<file path="config.mk">
export PLATFORM = sky130hd
export DESIGN_NAME = oled_controller_command_parser
export DESIGN_NICKNAME = d
export VERILOG_FILES = /design/src/sv/ocp_pkg.sv /design/src/sv/oled_controller_command_parser.sv
export SDC_FILE = /design/constraint.sdc
export NUM_CORES = 1
export LEC_CHECK = 0
export BUFFER_PORTS_ARGS = -buffer_cell sky130_fd_sc_hd__buf_4
export CAP_MARGIN = 20
export CORE_MARGIN = 1
export CORE_UTILIZATION = 29
export DETAILED_ROUTE_END_ITERATION = 6
export SYNTH_ARGS = -nofsm -noshare
export SYNTH_HDL_FRONTEND = slang
export SYNTH_SLANG_ARGS = --single-unit
</file>
<file path="constraint.sdc">
create_clock -name i_clk -period 3.5 [get_ports i_clk]
set_input_delay 0.525 -clock i_clk [delete_from_list [all_inputs] [get_ports i_clk]]
set_output_delay 0.525 -clock i_clk [all_outputs]
set_load 0.05 [all_outputs]
</file>
<file path="src/sv/ocp_pkg.sv">
// shared types and command codes of the oled controller command parser
package ocp_pkg;

    // frame store geometry
    localparam int unsigned COLUMNS = 128;
    localparam int unsigned PAGES   = 8;

    // bus event kinds carried in the slave tuser
    localparam logic [1:0] EV_ADDRESS = 2'd0;
    localparam logic [1:0] EV_WRITE   = 2'd1;
    localparam logic [1:0] EV_READ    = 2'd2;

    // configuration register indexes
    localparam logic CFG_DEVICE_ADDRESS = 1'b0;
    localparam logic CFG_RESPOND_ENABLE = 1'b1;

    // command codes and masks
    localparam logic [7:0] CMD_PAGE_MASK   = 8'hF8;
    localparam logic [7:0] CMD_PAGE_BASE   = 8'hB0;
    localparam logic [7:0] CMD_DISPLAY_OFF = 8'hAE;
    localparam logic [7:0] CMD_DISPLAY_ON  = 8'hAF;
    localparam logic [7:0] CMD_CONTRAST    = 8'h81;
    localparam logic [7:0] CMD_ADDR_MODE   = 8'h20;
    localparam logic [7:0] CMD_COL_RANGE   = 8'h21;
    localparam logic [7:0] CMD_PAGE_RANGE  = 8'h22;
    localparam logic [7:0] CMD_CLOCK_DIV   = 8'hD5;
    localparam logic [7:0] CMD_MUX_RATIO   = 8'hA8;
    localparam logic [7:0] CMD_DISP_OFFSET = 8'hD3;
    localparam logic [7:0] CMD_CHARGE_PUMP = 8'h8D;
    localparam logic [7:0] CMD_COM_PINS    = 8'hDA;
    localparam logic [7:0] CMD_PRECHARGE   = 8'hD9;
    localparam logic [7:0] CMD_VCOM_LEVEL  = 8'hDB;

    // control byte bit that selects data transfers
    localparam int unsigned CTRL_DATA_BIT = 6;

    // result item, last field in the lowest bits
    typedef struct packed {
        logic [7:0] column_now;
        logic [2:0] page_now;
        logic [1:0] addressing_mode;
        logic [7:0] contrast;
        logic       panel_on;
        logic [7:0] mem_data;
        logic [9:0] mem_index;
        logic       mem_write;
        logic [7:0] read_data;
        logic       ack;
    } t_result;

endpackage

</file>
<file path="src/sv/oled_controller_command_parser.sv">
// oled controller command parser: bus event decode, command state and result register
// the result reaches the master side in the cycle after its input transaction is accepted
// one input transaction per cycle while s_axis_tready is high, decode sits between input and result register
// s_axis_tready stays high while the result register is empty or being drained
// synchronous active-low reset: parser armed for a control byte, pointers and mode zero,
// display off, brightness 255, device address 60 with responding enabled
module oled_controller_command_parser (
    input  logic        i_clk,
    input  logic        i_rst_n,
    // input events
    input  logic        s_axis_tvalid,
    output logic        s_axis_tready,
    input  logic [15:0] s_axis_tdata,  // address[6:0], data_byte[14:7], zero fill
    input  logic [1:0]  s_axis_tuser,  // mode[1:0]
    // result items
    output logic        m_axis_tvalid,
    input  logic        m_axis_tready,
    output logic [55:0] m_axis_tdata,  // ack, read_data, mem_write, mem_index, mem_data,
                                       // panel_on, contrast, addressing_mode, page_now,
                                       // column_now, zero fill
    // configuration writes
    input  logic        i_cfg_valid,
    output logic        o_cfg_ready,
    input  logic        i_cfg_index,
    input  logic [6:0]  i_cfg_data
);
    import ocp_pkg::*;

    localparam int unsigned COL_W = $clog2(COLUMNS);
    localparam int unsigned IDX_W = $clog2(COLUMNS * PAGES);

    // configuration registers
    logic [6:0] r_device_address;
    logic       r_respond_enable;

    // parser state
    logic       r_expect_control, n_expect_control;
    logic       r_data_phase,     n_data_phase;
    logic [7:0] r_pending,        n_pending;
    logic [1:0] r_args_left,      n_args_left;
    logic [7:0] r_column,         n_column;
    logic [2:0] r_page,           n_page;
    logic [1:0] r_addr_mode,      n_addr_mode;
    logic [7:0] r_brightness,     n_brightness;
    logic       r_display_on,     n_display_on;

    // result register
    logic       r_out_valid;
    t_result    r_result, n_result;

    logic       in_accept;
    logic [1:0] in_mode;
    logic [6:0] in_address;
    logic [7:0] in_byte;

    assign in_mode    = s_axis_tuser;
    assign in_address = s_axis_tdata[6:0];
    assign in_byte    = s_axis_tdata[14:7];

    assign s_axis_tready = !r_out_valid || m_axis_tready;
    assign in_accept     = s_axis_tvalid && s_axis_tready;
    assign o_cfg_ready   = 1'b1;

    assign m_axis_tvalid = r_out_valid;
    assign m_axis_tdata  = {6'd0, r_result};

    // configuration register writes
    always_ff @(posedge i_clk) begin
        if (!i_rst_n) begin
            r_device_address <= 7'd60;
            r_respond_enable <= 1'b1;
        end else if (i_cfg_valid) begin
            case (i_cfg_index)
                CFG_DEVICE_ADDRESS: r_device_address <= i_cfg_data;
                CFG_RESPOND_ENABLE: r_respond_enable <= i_cfg_data[0];
                default: ;
            endcase
        end
    end

    // event decode and next state
    always_comb begin
        logic [IDX_W:0] mem_sum;
        logic [1:0]     args_dec;

        n_expect_control = r_expect_control;
        n_data_phase     = r_data_phase;
        n_pending        = r_pending;
        n_args_left      = r_args_left;
        n_column         = r_column;
        n_page           = r_page;
        n_addr_mode      = r_addr_mode;
        n_brightness     = r_brightness;
        n_display_on     = r_display_on;
        n_result         = '0;

        // page times columns plus column, top bit flags beyond the frame store
        mem_sum  = {1'b0, r_page, {COL_W{1'b0}}} + {{(IDX_W - 7){1'b0}}, r_column};
        args_dec = r_args_left - 2'd1;

        case (in_mode)
            EV_ADDRESS: begin
                if (r_respond_enable && in_address == r_device_address) begin
                    n_result.ack     = 1'b1;
                    n_expect_control = 1'b1;
                end
            end
            EV_WRITE: begin
                if (r_expect_control) begin
                    // control byte
                    n_data_phase     = in_byte[CTRL_DATA_BIT];
                    n_expect_control = 1'b0;
                end else if (r_data_phase) begin
                    // display data byte
                    if (!mem_sum[IDX_W]) begin
                        n_result.mem_write = 1'b1;
                        n_result.mem_index = mem_sum[IDX_W-1:0];
                        n_result.mem_data  = in_byte;
                    end
                    if (r_column >= 8'(COLUMNS - 1)) begin
                        n_column = '0;
                        if (r_addr_mode == 2'd0) begin
                            n_page = r_page + 3'd1;
                        end
                    end else begin
                        n_column = r_column + 8'd1;
                    end
                end else if (r_args_left != 2'd0) begin
                    // command argument byte
                    n_args_left = args_dec;
                    if (r_pending == CMD_ADDR_MODE) begin
                        n_addr_mode = in_byte[1:0];
                    end else if (r_pending == CMD_CONTRAST) begin
                        n_brightness = in_byte;
                    end
                    if (args_dec == 2'd0) begin
                        n_pending = '0;
                    end
                end else if ((in_byte & CMD_PAGE_MASK) == CMD_PAGE_BASE) begin
                    n_page = in_byte[2:0];
                end else if (in_byte[7:4] == 4'h0) begin
                    n_column = {r_column[7:4], in_byte[3:0]};
                end else if (in_byte[7:4] == 4'h1) begin
                    n_column = {in_byte[3:0], r_column[3:0]};
                end else if (in_byte[7:6] == 2'b01) begin
                    // start line commands carry no state here
                end else begin
                    case (in_byte) inside
                        CMD_DISPLAY_OFF: n_display_on = 1'b0;
                        CMD_DISPLAY_ON:  n_display_on = 1'b1;
                        CMD_CLOCK_DIV, CMD_MUX_RATIO, CMD_DISP_OFFSET, CMD_CHARGE_PUMP,
                        CMD_ADDR_MODE, CMD_COM_PINS, CMD_CONTRAST, CMD_PRECHARGE,
                        CMD_VCOM_LEVEL: begin
                            n_pending   = in_byte;
                            n_args_left = 2'd1;
                        end
                        CMD_COL_RANGE, CMD_PAGE_RANGE: begin
                            n_pending   = in_byte;
                            n_args_left = 2'd2;
                        end
                        default: ;
                    endcase
                end
            end
            default: ;
        endcase

        n_result.panel_on        = n_display_on;
        n_result.contrast        = n_brightness;
        n_result.addressing_mode = n_addr_mode;
        n_result.page_now        = n_page;
        n_result.column_now      = n_column;
    end

    // state update on each input transaction
    always_ff @(posedge i_clk) begin
        if (!i_rst_n) begin
            r_expect_control <= 1'b1;
            r_data_phase     <= 1'b0;
            r_pending        <= '0;
            r_args_left      <= '0;
            r_column         <= '0;
            r_page           <= '0;
            r_addr_mode      <= '0;
            r_brightness     <= 8'd255;
            r_display_on     <= 1'b0;
        end else if (in_accept) begin
            r_expect_control <= n_expect_control;
            r_data_phase     <= n_data_phase;
            r_pending        <= n_pending;
            r_args_left      <= n_args_left;
            r_column         <= n_column;
            r_page           <= n_page;
            r_addr_mode      <= n_addr_mode;
            r_brightness     <= n_brightness;
            r_display_on     <= n_display_on;
        end
    end

    // result register valid
    always_ff @(posedge i_clk) begin
        if (!i_rst_n) begin
            r_out_valid <= 1'b0;
        end else if (in_accept) begin
            r_out_valid <= 1'b1;
        end else if (m_axis_tready) begin
            r_out_valid <= 1'b0;
        end
    end

    // result payload
    always_ff @(posedge i_clk) begin
        if (in_accept) begin
            r_result <= n_result;
        end
    end

`ifndef SYNTHESIS
    // a pending command exists exactly while arguments are outstanding
    a_pending_args: assert property (@(posedge i_clk) disable iff (!i_rst_n)
        (r_args_left == 2'd0) |-> (r_pending == 8'd0))
        else $error("pending command left without arguments");

    a_args_range: assert property (@(posedge i_clk) disable iff (!i_rst_n)
        r_args_left != 2'd3)
        else $error("argument count out of range");

    // memory write fields are zero when no write happens
    a_no_write_zero: assert property (@(posedge i_clk) disable iff (!i_rst_n)
        (r_out_valid && !r_result.mem_write) |->
        (r_result.mem_index == '0 && r_result.mem_data == '0))
        else $error("memory fields set without a write");

    // an acknowledge never comes with a memory write
    a_ack_excl: assert property (@(posedge i_clk) disable iff (!i_rst_n)
        r_out_valid |-> !(r_result.ack && r_result.mem_write))
        else $error("ack and memory write together");

    // a result accepted into the register shows up as valid next cycle
    a_accept_valid: assert property (@(posedge i_clk) disable iff (!i_rst_n)
        in_accept |=> r_out_valid)
        else $error("accepted transaction lost");
`endif

endmodule

</file>
Word-level counts from Yosys, hierarchy flattened

Cells that the tools add are included.

Flip-flop bits (word level): 85
Bits of input ports: 31
Output and inout bits: 59

Add/sub/neg operators: 4
Order comparisons: 1
Equal/unequal tests: 28
Muxes and demuxes: 61
Bitwise gates (word level): 4
Reduce and logical (&&, ||, !) cells: 22

Operators by type and width:

| operator              | number |
|---|---|
| $mux W8               | 24 |
| $eq A8 B8 Y1 const B  | 11 |
| $eq A8 B6 Y1 const B  | 4 |
| $mux W2               | 14 |
| $mux W3               | 7 |
| $mux W1               | 15 |
| $ne A2 B2 Y1 const B  | 7 |
| $reduce_and A12 Y1    | 1 |
| $add A10 B8 Y11       | 1 |
| $reduce_and A11 Y1    | 1 |
| $reduce_or A9 Y1      | 1 |
| $add A8 B1 Y8 const B | 1 |
| $ge A8 B7 Y1 const B  | 1 |
| $eq A7 B7 Y1          | 1 |
| $logic_not A2 Y1      | 3 |
| $reduce_and A3 Y1     | 2 |
| $reduce_bool A2 Y1    | 3 |
| $eq A5 B5 Y1 const B  | 1 |
| $eq A2 B1 Y1 const B  | 2 |
| $eq A4 B1 Y1 const B  | 1 |
| $logic_not A4 Y1      | 1 |
| $not A1 Y1            | 4 |
| $reduce_and A2 Y1     | 2 |
| $reduce_or A4 Y1      | 1 |
| 10 further kinds      | 11 |

Depth between registers and ports, before layout

Gate-level depths: netlist of the first run.

Depth in word-level cells: 11
Mapped depth: 7
Depth with buffers taken out: 6

Worst setup path after synthesis of the first run

No wires, ideal clock.

Path type: input-to-reg
From: in m_axis_tready
To: reg r_column[1]
Data arrival time: 3.111 ns
Required time: 3.375 ns
Slack: 0.264 ns
Stages on the path: 7
Cells stage by stage: nand2b_1 nand2_1 inv_1 clkbuf_1 nand2_1 nand3_1 o21ai_0

Longest elaborated chain between the ends: 2

Ends and longest elaborated chain:

| item                 | line                                  | RTL |
|---|---|---|
| start, declared      | oled_controller_command_parser.sv:17  | `input logic m_axis_tready,` |
| $logic_or A1 B1 Y1   | oled_controller_command_parser.sv:60  | `assign s_axis_tready = !r_out_valid \|\| m_axis_tready;` |
| $logic_and A1 B1 Y1  | oled_controller_command_parser.sv:61  | `assign in_accept = s_axis_tvalid && s_axis_tready;` |
| named net in_accept  | oled_controller_command_parser.sv:51  | `logic in_accept;` |
| end signal, assigned | oled_controller_command_parser.sv:192 | `r_column <= n_column;` |
| end, declared        | oled_controller_command_parser.sv:41  | `logic [7:0] r_column, n_column;` |

The timed path passes the listed nets, and every way through them passes these cells.
A chain may end at the register's enable or synchronous reset.

Final worst setup path of the first run

From: reg r_column[0]
To: reg r_result (netlist bit m_axis_tdata[39]), data pin

Longest elaborated chain between the ends: 5

Ends and longest elaborated chain:

| item                 | line                                  | RTL |
|---|---|---|
| $ge A8 B7 Y1         | oled_controller_command_parser.sv:120 | `if (r_column >= 8'(COLUMNS - 1)) begin` |
| $mux W3              | oled_controller_command_parser.sv:120 |  |
| $mux W3              | oled_controller_command_parser.sv:113 | `end else if (r_data_phase) begin` |
| $mux W3              | oled_controller_command_parser.sv:109 | `if (r_expect_control) begin` |
| $mux W3              | oled_controller_command_parser.sv:101 | `case (in_mode)` |
| named net n_page[0]  | oled_controller_command_parser.sv:42  | `logic [2:0] r_page, n_page;` |
| end signal, assigned | oled_controller_command_parser.sv:214 | `r_result <= n_result;` |
| end, declared        | oled_controller_command_parser.sv:49  | `t_result r_result, n_result;` |

The timed path passes the listed nets, and every way through them passes these cells.

==> flow_summary.yaml, run 1 <==
floorplanning:
  rows: 44
  initial_core_util_pct: 29.8
  core_area_mm2: 0.0146
  die_height_um: 124
  io_pins: 90
  chipWidth_um: 124
  die_area_mm2: 0.0155
route:
  finalWirelength_mm: 10.3
  dr.pass1.iters: 4
  vias_per_cell: 5.00
  met1_length_mm: 4.67
  dr.max_layer_used: "met4"
  drc_errors: 0
  drtIter0Drc: 219
  drtAntennaViolNets: 0
  num_vias: 3411
  wl_met3_um: 440
  met2_wirelength_mm: 5.09
  wl_per_cell_um: 15.1
yosys:
  async_flop_share_pct: 0
  mappedNetlistArea_mm2: 0.00435
  synth_seq_cells: 85
  syn_area_per_cell_um2: 10.1
  synth_area_leaders: "edfxtp_1 29%, dfxtp_1 20%, nand2_1 4.1%, mux2_2 3.6%, and2_1 2.6%"
  synth_cells: 432
  synth_ff_type: "dfxtp_1"
  synth-edff-count: 42
  ys_seq_area_share_pct: 48.8
  yosysTopAreaCellShare_pct: 29.0
  synth_cell_types: 70
  synth_area_leader_cell: "edfxtp_1"
  yosysWarnings: 0
sta:
  hold_violations: 0
  finalSetupTns_ns: 0
  slew_viol_final: 0
  post-route-min-period_ns: 2.45
  fin_skew_ns: 0.00532
  max_slew.worst_pin.slew_ns: 0.707
  fin_ws_ns: 1.05
  max_freq_mhz: 408
  setup_viol_count_final: 0
  fin_crit_sh_pct: 70.0
  rsz0062_at_grt: "no"
  slew_headroom_pct: 52.9
finish:
  syn_to_final_growth_pct: 21.7
  final_util_pct: 36.3
  antenna_cells: 0
  fillers: 1466
  nets: 528
  final_area_mm2: 0.00529
  layout-drive-gt1-share_pct: 24.7
setup_path:
  required_ns: 3.58
  r2r_end: "m_axis_tdata[39]"
  rr_worst_depth: 6
  crit_arrival_ns: 2.53
  cp_max_fo: 9
  setup.worst_path.class: "reg -> reg"
  r2r_slack_ns: 1.05
  rr_startpoint: "r_column[0]"
  cp-start-kind: "flop"
  end_kind: "flop"
clock_tree:
  cts.path.max_buffers: 2
  cts.repair.resized: 0
  cts_setup_buffers: 0
  cts-buffers-inserted: 9
  cts_hold_buf: 0
  cts_tree: "built"
  cts_sinks: 85
  cts-root-buf: "clkbuf_16"
  clock_latency_ns: 0.34
  htreeDepth: 3
  clk_pin_slew_ns: 0.06
worst_hold_path:
  min_to: "r_device_address[3]"
  min_path_type: "in -> reg"
  min_from: "i_cfg_data[3]"
  holdPathStages: 3
global_routing:
  grt_first_pass_wirelength_mm: 16.9
  grt_pass1_vias: 3307
  grt_usage_pct: 13.7
  grt_overflow: 0
  grt_max_degree: 56
  antenna_found_initial: 0
power_and_ir_drop:
  irDropWorstVdd_mv: 0.226
  finalPower_w: 0.00238
  power.leakage_nw: 2.11
  power.density_mw_per_mm2: 451
placement:
  io_buffer_count: 73
  gp_congestion: 0.842
  pre_cts_ws_ns: 0.982
  hpwlAfterDp_mm: 7.11
  place_area_mm2: 0.00499
flow_run:
  max_cap_violations: 0
run_status:
  status: "finished clean"
-- worst max-delay path: stages (launching register included) --
cell and delay, ns:
dfxtp_1 0.40, ha_1 0.27, and4_1 0.27, a41oi_1 0.50, or3_1 0.19, a21boi_0 0.09, or3b_2 0.47
-- Yosys cell counts (all sizes together) (12+ instances only) --
library cell / count
dfxtp: 43
edfxtp: 42
buf: 23
nor3: 12
and2: 18
clkbuf: 19
nand2: 47
mux2: 15
o21ai: 19
nand3: 19
nor2: 14
a21oi: 15
-- how the worst max path moves through the flow --
stage / slack, ns / from / endpoint
4_1_cts: 1.06 / r_column[0] / m_axis_tdata[39]
5_1_grt: 0.89 / r_column[0] / m_axis_tdata[39]
3_3_place_gp: 1.00 / s_axis_tdata[13] / m_axis_tdata[47]
3_5_place_dp: 0.98 / s_axis_tdata[13] / m_axis_tdata[47]
2_1_floorplan: 0.26 / m_axis_tready / r_column[1]
6_report: 1.05 / r_column[0] / m_axis_tdata[39]
-- metal layers --
metal / global-route usage (%) / vias up
met3: 3.61 / 9
met1: 16.7 / 1648
met2: 23.6 / 77
met4: 3.83 / 0
met5: 0 / -
li1: - / 1677
-- layout make-up --
| cell class | count | area, um^2 | share of cell area [%] |
|---|---|---|---|
| clock inverters | 7 | 73.8 | 1.40 |
| clock buffers | 9 | 225 | 4.26 |
| repair buffers | 79 | 593 | 11.2 |
| multi-input cells | 309 | 2010 | 38.0 |
| well taps | 184 | 230 | 4.35 |
| flip-flops and latches | 85 | 2120 | 40.1 |
| inverters | 9 | 33.8 | 0.639 |
-- stage by stage --
stage / cells / hold slack [ns]
6_report: 682 / 0.397
5_1_grt: 682 / 0.398
4_1_cts: 682 / 0.389
3_5_place_dp: 666 / 0.438
3_3_place_gp: 666 / 0.429
2_1_floorplan: 445 / 0.419
-- cell usage in the layout (no fill, tap or decap), types with 4 or more instances in the layout --
| cell type | count |
|---|---|
| xor2_1 | 10 |
| inv_1 | 8 |
| nand2_1 | 47 |
| nor2b_1 | 9 |
| nor3b_1 | 7 |
| a32o_1 | 4 |
| buf_4 | 79 |
| o21ai_0 | 18 |
| a21oi_1 | 15 |
| nor3_1 | 12 |
| o211ai_1 | 6 |
| dfxtp_1 | 43 |
| clkbuf_16 | 9 |
| nand3_1 | 19 |
| and2_1 | 18 |
| nand4_1 | 4 |
| nand2b_1 | 8 |
| edfxtp_1 | 42 |
| nor2_1 | 14 |
| and3_1 | 5 |
| conb_1 | 15 |
| mux2_2 | 14 |
| mux2i_1 | 8 |
| ha_1 | 4 |
-- power breakdown --
group	switching [W]	leakage, nW	internal (W)	total [W]
Sequential	0.0000271	0.746	0.00108	0.00111
Clock	0.000392	0.146	0.000556	0.000949
Combinational	0.000226	1.22	0.0000994	0.000325
-- sequential cells by signal, summed over array words and instances, names as in the netlist, 2 cells and up --
name,cells
r_device_address,7
m_axis_tdata,42
r_addr_mode,2
r_brightness,8
r_page,3
r_column,8
r_pending,8
r_args_left,2
-- logic make-up (layout without fill, tap and decap cells) --
logic type,count (synthesis),after routing,share of synthesized area (%)
multiplexers,23,23,5.81
AO/OA/AOI/OAI,87,87,14.4
adder cells (fa/ha/maj),4,4,1.15
AND/OR/NAND/NOR,169,169,21.4
buffers and inverters,51,104,6.04
other,2,15,0.173
XOR/XNOR,11,11,2.22
flip-flops,85,85,48.8
No activity file was read; power rests on OpenSTA's default activity.
==> run 2: changes to the inputs <==
- ABC_AREA: default -> 1
- clock period: 3.5 -> 2.25 ns (I/O delays scaled with it)
==> run 2 against run 1 <==
Net effect:
- core utilization rose by 0.98 points
- synthesized cell count rose by 23%
- power rose by 65%
- wire length rose by 0.32%
- global-route usage rose by 0.90 points
- sequential share of layout area rose by 0.15 points
- largest power group unchanged
==> flow_summary.yaml, run 2 <==
run_status:
  status: "finished clean"
power_and_ir_drop:
  irDropWorstVdd_mv: 0.355
  seqPwrFrac_pct: 44.8
  power.density_mw_per_mm2: 748
  power.leakage_nw: 2.39
  finalPower_w: 0.00394
  intPower_w: 0.00278
  power_frac_comb_pct: 16.4
  p_switching_w: 0.00116
  power_switching_share_pct: 29.5
  p_clk_share_pct: 38.8
clock_tree:
  clock_latency_ns: 0.35
  cts-buffers-inserted: 9
  htreeDepth: 3
  cts.path.max_buffers: 2
  cts.repair.resized: 0
  cts_hold_buf: 0
  clk_pin_slew_ns: 0.07
  cts_sinks: 85
  cts_tree: "built"
  cts_setup_buffers: 0
  cts-root-buf: "clkbuf_16"
sta:
  slew_viol_final: 0
  rsz0062_at_grt: "no"
  hold_violations: 0
  setup_viol_count_final: 0
  finalSetupTns_ns: 0
  max_freq_mhz: 529
  post-route-min-period_ns: 1.89
  holdWs_ns: 0.194
  fin_crit_sh_pct: 84.0
  fin_skew_ns: 0.00802
finish:
  final_common_cell: "nand2_1"
  fillers: 1462
  final_util_pct: 37.2
  final_area_mm2: 0.00527
  syn_to_final_growth_pct: 23.3
  nets: 641
  ff_latch_area_mm2: 0.00212
  layout-drive-gt1-share_pct: 18.7
  layout_common_cells: "126 x nand2_1, 79 x buf_4, 61 x inv_1"
  multi_input_area_mm2: 0.00175
  antenna_cells: 0
  largest_reg_flops: 42
global_routing:
  grt_overflow: 0
  grt_usage_pct: 14.6
  grt_pass1_vias: 3500
  grt_first_pass_wirelength_mm: 17.0
  grt_max_degree: 59
  antenna_found_initial: 0
yosys:
  synth_ff_type: "dfxtp_1"
  ys_seq_area_share_pct: 49.7
  async_flop_share_pct: 0
  synth_seq_cells: 85
  mappedNetlistArea_mm2: 0.00427
  synth_area_leader_cell: "edfxtp_1"
  yosysWarnings: 0
  yosys-top-cells-count: "126 x nand2_1, 62 x inv_1, 59 x nor2_1"
  synth-edff-count: 42
  synth_cell_types: 38
  syn_area_per_cell_um2: 8.01
  synth_cells: 533
  synth.most_common_cell: "nand2_1"
  yosysTopAreaCellShare_pct: 29.5
  synth_area_leaders: "edfxtp_1 30%, dfxtp_1 20%, nand2_1 11%, inv_1 5.4%, nor2_1 5.2%"
route:
  drtIter0Drc: 263
  finalWirelength_mm: 10.4
  wl_per_cell_um: 13.1
  drtAntennaViolNets: 0
  drc_errors: 0
  dr.pass1.iters: 5
  vias_per_cell: 4.67
  num_vias: 3696
placement:
  gp_congestion: 0.873
  place_area_mm2: 0.00496
  hpwlAfterDp_mm: 7.66
  io_buffer_count: 73
setup_path:
  crit_arrival_ns: 2.19
  cp-start-kind: "flop"
  r2r_slack_ns: 0.36
  r2r_end: "r_column[6]"
  rr_worst_depth: 12
  end_kind: "flop"
  required_ns: 2.55
  cp_max_fo: 7
  rr_startpoint: "r_column[0]"
  setup.worst_path.class: "reg -> reg"
floorplanning:
  die_height_um: 123
  initial_core_util_pct: 30.2
  chipWidth_um: 123
  die_area_mm2: 0.0152
  core_area_mm2: 0.0141
  rows: 43
  io_pins: 90
worst_hold_path:
  min_to: "r_device_address[4]"
  min_path_type: "in -> reg"
  min_from: "i_cfg_data[4]"
  holdPathStages: 3
flow_run:
  max_cap_violations: 0
run 2: worst max-delay path by stage:
stage / from / endpoint / slack (ns) / cells after the start
4_1_cts: r_column[0] / r_column[7] / 0.37 / 12
6_report: r_column[0] / r_column[6] / 0.36 / 12
3_3_place_gp: s_axis_tdata[13] / r_pending[0] / 0.34 / 11
2_1_floorplan: m_axis_tvalid / m_axis_tdata[0] / 0.05 / 4
3_5_place_dp: s_axis_tdata[13] / r_pending[5] / 0.33 / 11
5_1_grt: r_column[0] / r_column[7] / 0.12 / 12
run 2: layer usage:
layer,track usage (%),routed length (um),up-vias
met2,22.8,4800,131
met1,18.8,4760,1677
met5,0,0,-
met3,4.06,628,17
li1,-,-,1871
met4,6.33,176,0
run 2: cell type report:
class                      count  share of cell area [%]
clock buffer                   9                    4.27
clock inverter                 7                    1.54
inverter                      67                    4.77
multi-input combinational    363                    33.2
sequential                    85                    40.3
tap                          180                    4.27
timing repair buffer          80                    11.6
run 2: kinds of logic (layout without fill, tap and decap cells):
| logic type | after synthesis | count (layout) | synth area share (%) |
|---|---|---|---|
| compound gates | 86 | 86 | 11.4 |
| xor+xnor | 5 | 5 | 1.03 |
| fa+ha+maj | 4 | 4 | 1.17 |
| buf+inv | 98 | 163 | 10.5 |
| flops | 85 | 85 | 49.7 |
| other cells | 2 | 15 | 0.176 |
| simple gates | 253 | 253 | 26.0 |
run 2: critical path, cell delays in order (launching register included):
cell and delay [ns]:
dfxtp_1 0.35, ha_1 0.24, nand3_1 0.16, inv_1 0.06
nand2_1 0.10, nand2_1 0.17, nor2_1 0.29, o21ai_0 0.15
nand2_1 0.08, nand2_1 0.05, nand2_1 0.08, o21ai_1 0.06
inv_1 0.05
run 2: power groups by stage:
| stage | Clock, W | Combinational (W) | Sequential [W] |
|---|---|---|---|
| floorplan | 0 | 0.000308 | 0.00195 |
| global placement | 0 | 0.000640 | 0.00180 |
| detailed placement | 0 | 0.000646 | 0.00180 |
| CTS | 0.00157 | 0.000649 | 0.00177 |
| global route | 0.00163 | 0.000706 | 0.00178 |
| finish | 0.00153 | 0.000645 | 0.00177 |
run 2: through the flow:
stage          setup slack, ns  instances
2_1_floorplan           0.0513        546
3_3_place_gp             0.344        775
3_5_place_dp             0.331        775
4_1_cts                  0.367        791
5_1_grt                  0.120        791
6_report                 0.360        791
